$ cat config.mk
export PLATFORM = sky130hd
export DESIGN_NAME = wpa_controller
export DESIGN_NICKNAME = d
export VERILOG_FILES = /design/src/rtl/wpa_pkg.sv /design/src/rtl/wpa_controller.sv
export SDC_FILE = /design/constraint.sdc
export NUM_CORES = 1
export LEC_CHECK = 0
export ABC_CLOCK_PERIOD_IN_PS = 1400
export BUFFER_PORTS_ARGS = -buffer_cell sky130_fd_sc_hd__buf_2
export CAP_MARGIN = 20
export CORE_MARGIN = 5
export CORE_UTILIZATION = 45
export CTS_CLUSTER_DIAMETER = 200
export DETAILED_ROUTE_END_ITERATION = 10
export MAX_ROUTING_LAYER = met4
export PLACE_DENSITY_LB_ADDON = 0.15
export SYNTH_ARGS = -nofsm -noshare
export SYNTH_HDL_FRONTEND = slang
export SYNTH_SLANG_ARGS = --single-unit
export TNS_END_PERCENT = 10
$ cat constraint.sdc
create_clock -name clock -period 1.4 [get_ports clock]
set_clock_uncertainty 0.05 [all_clocks]
set_input_delay 0.21 -clock clock [delete_from_list [all_inputs] [get_ports clock]]
set_output_delay 0.21 -clock clock [all_outputs]
set_load 0.005 [all_outputs]
$ cat src/rtl/wpa_pkg.sv
// Shared types, constants and helpers for the weighted point accumulator.
// No dependencies; all but the macro header refer to it by scoped names.
`timescale 1ns / 1ps

package wpa_pkg;

   localparam int FRAC_BITS  = 16;
   localparam int DATA_W     = 32;
   localparam int CMD_W      = 2;
   localparam int MUL_A_W    = DATA_W + 1;          // coordinate difference
   localparam int PROD_W     = MUL_A_W + DATA_W;    // 33 x 32 product
   localparam int WIDE_W     = PROD_W + 1;          // sum of two products
   localparam int WS_W       = DATA_W + 1;          // exact weight sum
   localparam int NMAG_W     = 2 * DATA_W;          // numerator magnitude
   localparam int DMAG_W     = WS_W;                // divisor magnitude
   localparam int QUO_W      = DATA_W;              // quotient bits developed
   localparam int REM_W      = DMAG_W;              // partial remainder
   localparam int QSG_W      = QUO_W + 2;           // signed, clamped quotient
   localparam int CNT_W      = $clog2(QUO_W);

   localparam logic [CMD_W-1:0] CMD_LOAD  = 2'd0;
   localparam logic [CMD_W-1:0] CMD_ADD   = 2'd1;
   localparam logic [CMD_W-1:0] CMD_SCALE = 2'd2;

   typedef logic signed [DATA_W-1:0] word_type;
   typedef logic signed [PROD_W-1:0] prod_type;
   typedef logic signed [WIDE_W-1:0] wide_type;

   localparam word_type SAT_MAX      = {1'b0, {(DATA_W-1){1'b1}}};
   localparam word_type SAT_MIN      = {1'b1, {(DATA_W-1){1'b0}}};
   localparam wide_type SAT_MAX_WIDE = WIDE_W'(SAT_MAX);
   localparam wide_type SAT_MIN_WIDE = WIDE_W'(SAT_MIN);

   typedef enum logic [3:0] {
      KIND_LOAD,
      KIND_VV,
      KIND_PV,
      KIND_VP,
      KIND_OPP,
      KIND_GEN,
      KIND_CLEAR,
      KIND_SCL_VEC,
      KIND_SCL_PT,
      KIND_HOLD
   } kind_type;

   typedef enum logic [3:0] {
      ST_IDLE,
      ST_DECODE,
      ST_MUL1,
      ST_MUL2,
      ST_DLOAD,
      ST_DPREP,
      ST_DCHECK,
      ST_DSTEP,
      ST_FINISH,
      ST_COMMIT
   } ctrl_state_type;

   typedef enum logic [3:0] {
      OP_NONE,
      OP_CAPTURE,
      OP_MUL1,
      OP_MUL2,
      OP_DLOAD,
      OP_DPREP,
      OP_DCHECK,
      OP_DSTEP,
      OP_FINISH,
      OP_COMMIT
   } dp_op_type;

   typedef struct packed {
      dp_op_type op;
      logic      lane;     // 0: x coordinate, 1: y coordinate
   } dp_cmd_type;

   typedef struct packed {
      kind_type kind;
      logic     div_done;
   } dp_status_type;

   typedef struct packed {
      word_type value;
      logic     flag;
   } sat_type;

   // clamp a wide intermediate to the signed word range
   function automatic sat_type sat_word(input wide_type v);
      sat_type r;
      if (v > SAT_MAX_WIDE) begin
         r.value = SAT_MAX;
         r.flag  = 1'b1;
      end else if (v < SAT_MIN_WIDE) begin
         r.value = SAT_MIN;
         r.flag  = 1'b1;
      end else begin
         r.value = v[DATA_W-1:0];
         r.flag  = 1'b0;
      end
      return r;
   endfunction

endpackage

$ cat src/rtl/wpa_controller.sv
// Controller: sequences one command through the datapath and owns both handshakes.
// Depends on wpa_pkg.
`timescale 1ns / 1ps

module wpa_controller (
   input  logic                   clock,
   input  logic                   reset,
   input  logic                   req_valid,
   output logic                   req_ready,
   input  logic                   rsp_ready,
   output logic                   rsp_valid,
   output wpa_pkg::dp_cmd_type    dp_cmd,
   input  wpa_pkg::dp_status_type dp_status
);

   wpa_pkg::ctrl_state_type state_ff, state_in, lane_start;
   logic lane_ff, lane_in;
   logic out_valid_ff, out_valid_in;

   // first step of a coordinate lane
   always_comb begin
      case (dp_status.kind)
         wpa_pkg::KIND_VV: lane_start = wpa_pkg::ST_FINISH;
         wpa_pkg::KIND_PV,
         wpa_pkg::KIND_VP: lane_start = wpa_pkg::ST_DLOAD;
         default:          lane_start = wpa_pkg::ST_MUL1;
      endcase
   end

   always_comb begin
      state_in     = state_ff;
      lane_in      = lane_ff;
      out_valid_in = out_valid_ff && !rsp_ready;
      req_ready    = 1'b0;
      dp_cmd.op    = wpa_pkg::OP_NONE;
      dp_cmd.lane  = lane_ff;
      case (state_ff)
         wpa_pkg::ST_IDLE: begin
            req_ready = 1'b1;
            if (req_valid) begin
               dp_cmd.op = wpa_pkg::OP_CAPTURE;
               state_in  = wpa_pkg::ST_DECODE;
            end
         end
         wpa_pkg::ST_DECODE: begin
            lane_in = 1'b0;
            if (dp_status.kind inside {wpa_pkg::KIND_LOAD, wpa_pkg::KIND_CLEAR,
                                       wpa_pkg::KIND_HOLD})
               state_in = wpa_pkg::ST_COMMIT;
            else
               state_in = lane_start;
         end
         wpa_pkg::ST_MUL1: begin
            dp_cmd.op = wpa_pkg::OP_MUL1;
            if (dp_status.kind == wpa_pkg::KIND_GEN)
               state_in = wpa_pkg::ST_MUL2;
            else if (dp_status.kind == wpa_pkg::KIND_SCL_PT)
               state_in = wpa_pkg::ST_COMMIT;
            else
               state_in = wpa_pkg::ST_FINISH;
         end
         wpa_pkg::ST_MUL2: begin
            dp_cmd.op = wpa_pkg::OP_MUL2;
            state_in  = wpa_pkg::ST_DLOAD;
         end
         wpa_pkg::ST_DLOAD: begin
            dp_cmd.op = wpa_pkg::OP_DLOAD;
            state_in  = wpa_pkg::ST_DPREP;
         end
         wpa_pkg::ST_DPREP: begin
            dp_cmd.op = wpa_pkg::OP_DPREP;
            state_in  = wpa_pkg::ST_DCHECK;
         end
         wpa_pkg::ST_DCHECK: begin
            dp_cmd.op = wpa_pkg::OP_DCHECK;
            state_in  = wpa_pkg::ST_DSTEP;
         end
         wpa_pkg::ST_DSTEP: begin
            dp_cmd.op = wpa_pkg::OP_DSTEP;
            if (dp_status.div_done) state_in = wpa_pkg::ST_FINISH;
         end
         wpa_pkg::ST_FINISH: begin
            dp_cmd.op = wpa_pkg::OP_FINISH;
            if (!lane_ff) begin
               lane_in  = 1'b1;
               state_in = lane_start;
            end else begin
               state_in = wpa_pkg::ST_COMMIT;
            end
         end
         wpa_pkg::ST_COMMIT: begin
            // hold until the output register is free or drains this cycle
            if (!out_valid_ff || rsp_ready) begin
               dp_cmd.op    = wpa_pkg::OP_COMMIT;
               out_valid_in = 1'b1;
               state_in     = wpa_pkg::ST_IDLE;
            end
         end
         default: state_in = wpa_pkg::ST_IDLE;
      endcase
   end

   always_ff @(posedge clock) begin
      if (reset) begin
         state_ff     <= wpa_pkg::ST_IDLE;
         lane_ff      <= 1'b0;
         out_valid_ff <= 1'b0;
      end else begin
         state_ff     <= state_in;
         lane_ff      <= lane_in;
         out_valid_ff <= out_valid_in;
      end
   end

   assign rsp_valid = out_valid_ff;

endmodule

==> results.md <==
* H-tree Lvls at 1
* FFs w/ async S/R, synth at 0%
* Clock latency at the later pin of the worst-skew pair at 250 ps
* Storage cell area at 130 µm²
* Multi-input gate area at approximately 500 µm²
* Post-detailed-route wirelength per cell at 14.8 µm
* Iteration-0 DRC count of the detailed router at 17
* Slew Limit Fails at 0
* Final setup vio count at 5
* Gr usage total at 18.6%
* Worst Hold End: state_ff[1]
* CP max stage cell: dfxtp_4
* Synth cell count leaders: 7 x a21oi_1, 6 x dfxtp_1, 5 x nor2_1
* Adder-cell area share of the yosys netlist at 0%
* Worst path arrival time at roughly 1400 ps
* Main area contributors after synthesis: dfxtp_1 19%, a21oi_1 5.6%, a311oi_1 4.2%
* Core Rows at 13
* Worst setup SP type: flip-flop
* Cells on worst reg2reg path at 4
* Reg2reg end: state_ff[0]
* Initial antenna violation count at 0
* CTS tree: done
* Flops & latches, synth at 6
* Root Driver: clkbuf_4
* Setup repair after global routing missed its margin: yes
* Sink Count at 6
* Hold Crit Start: reset
* Part of the power in combinational logic at around three fifths
* Fmax at a little over 600 MHz
* Sequential share of the synthesized area at between 10% and 20%
* DR pass1 iterations at 4
* Worst-path fanout max at 6
* Yosys cell types at 42
* Cell total after placement at about 120
* Count leader, synth: a21oi_1
* Cell internal pwr at between 0.6 and 0.7 mW
* Final Hold Viols at 0
* Final nets at 122
* Post-DRT Antenna Nets at 0
* WHS at ~170 ps
* Slew HR at 73.8%
* Final period util at 115%
* Fillcell total at 119
* Final Total Pwr at 0.983 mW
* Status: finished with violations
* Synth area leader: dfxtp_1
* Final Core Density at around 70%
* Setup CP Type: flip-flop to primary output
* PwrDens at ~1100 nW/µm²
* DIE AREA at 2230 µm²
* Reg2reg setup slack at -70 ps
* Cells after Synth at between 80 and 90
* Synth Area per Inst at between 7 and 8 µm²
* Post-synthesis mux area share at 0%
* First-pass GRT wire length at 2880 µm
* Vias post-DR at between 700 and 800
* Hold Crit Class: input pin to flip-flop
* Switch Pwr at about 0.37 mW
* Final worst slack at -206 ps
* Die X at around 47 µm
* CP Cell Sequence: buf_6 > nor2_4 > and3_4 > a21oi_2 > o22ai_1 > buf_2
* Fin crit period at ~1600 ps
* Post-Syn Nets at 92
* Simple-gate share of the synthesized area at between 30% and 40%
* Die H at between 40 and 50 µm
* Worst Tran Pin Value at 389 ps
* Vias in the first global route at approximately 680
* GRT overflow at 0
* Synth Area in XOR/XNOR at 1.40%
* Clock Path Buffers at 2
* Worst hold stages at 2
* Reg power frac at a little under a quarter
* Worst path required time at around 1100 ps
* Largest net degree at the start of global routing at 13
* Crit Reg-Reg Startpoint: state_ff[1]
* HPWL after DPL at 1380 µm
* Clock power share at about 16%
* Setup TNS at -588 ps
* Remaining routing DRC violations at 0
* Share of post-route cells with drive strength above 1 at between 40 and 50%
* Post-synth top area share at between 10% and 20%
* Starting Density at around 48%
* I/O Buffers at 15
* CTS clock-pin slew for the worst setup and hold paths at ~50 ps
* Peak VDD IR at 0.460 mV
* GPL Wtd Cong at between 0.9 and 1
* Syn Std Cell Area at ~620 µm²
* Main combinational cell family by area after synthesis: simple AND/OR/NAND/NOR gates
* Area added between synthesis and finish at 46.5%
* Vias per std cell at 6.17
* Synth Area in Compound Gates at approximately 34%
* Primary FF master, synth: dfxtp_1
* Max Cap Viol at 0
* CTS buffer count at 3
* Synth warn at 0
* CORE AREA at roughly 1300 µm²
* Io pins at 16
* # diodes at 0
* Final WL at 1860 µm
* Failing checks: negative setup slack
* Number of flops mapped to enable cells by yosys at 0
* Critical path endpoint category: primary output
* Non-filler cells in the finished layout at around 130
* Max incr delay on CP at 360 ps
* Sw frac at between 30% and 40%
* LEAKAGE at about 0.37 nW
-- worst max-delay path by stage --
stage	endpoint	slack [ps]	from	cells past startpoint
global placement	state_ff[0]	-2	state_ff[1]	4
CTS	dp_cmd[4]	-180	state_ff[1]	3
floorplan	state_ff[0]	-20	state_ff[3]	5
global route	dp_cmd[1]	-260	state_ff[2]	6
detailed placement	state_ff[3]	-80	state_ff[1]	4
finish	dp_cmd[1]	-210	state_ff[2]	6
-- stage by stage --
step	worst slack [ps]	area (µm²)
finish	-206	915
global placement	-2.02	806
CTS	-177	852
global route	-260	915
floorplan	-20.1	626
detailed placement	-76.5	806
-- per-layer routing --
metal / GRT usage, % / share of wire [%] / up-vias
met3: 3.83 / 8.0 / 4
li1: - / - / 378
met2: 32.1 / 51 / 39
met1: 20.3 / 40 / 356
met4: 7.73 / 0.91 / 0
met5: - / 0 / -
-- sequential cells by signal, indices dropped and copies added (netlist names) --
signal and flops:
lane_ff 1, state_ff 4, rsp_valid 1
-- cells in the final DEF, fill, tap and decap left out, types with 3 or more instances in the layout --
| cell type | synthesis | final |
|---|---|---|
| inv_1 | 3 | 3 |
| a21oi_1 | 7 | 5 |
| buf_6 | 1 | 4 |
| o21ai_0 | 4 | 4 |
| clkbuf_4 | 0 | 3 |
| buf_4 | 2 | 12 |
| nor2b_1 | 4 | 4 |
| nand2_1 | 4 | 4 |
| a311oi_1 | 3 | 3 |
| nor2_1 | 5 | 4 |
| nand2b_1 | 4 | 4 |
| buf_2 | 4 | 15 |
-- critical path: cells and delay by family (launching register included) --
| family | cells | cell delay (ps) |
|---|---|---|
| simple gates | 2 | 300 |
| compound gates | 2 | 190 |
| flops | 1 | 360 |
| buf+inv | 2 | 250 |
-- cells by family (layout without fill, tap and decap cells) --
kind of cell	Yosys count	after routing
buffers and inverters	10	38
DFF	6	6
AOI/OAI and AO/OA	30	30
xor gates and xnor gates	1	1
and+or+nand+nor	36	36
-- power groups by stage --
stage	Combinational [mW]	Sequential, mW	Clock [mW]
floorplan	0.289	0.214	0
global placement	0.501	0.223	0
detailed placement	0.500	0.223	0
CTS	0.525	0.222	0.165
global route	0.644	0.232	0.178
finish	0.595	0.228	0.160
-- area by class of cell --
| type | count | share of cell area, % |
|---|---|---|
| repair buffers | 32 | 25.2 |
| inverters | 3 | 1.23 |
| multi-input cells | 67 | 54.9 |
| clock buffers | 3 | 2.46 |
| well taps | 15 | 2.05 |
| flip-flops and latches | 6 | 14.2 |
-- what timing repair did --
item	CTS	global route
pin swaps	2	4
setup endpoints to repair	5	9
hold buffers	0	0
buffers inserted	0	1
cloned	0	0
gates resized for setup	7	14
No activity file was read; power rests on OpenSTA's default activity.
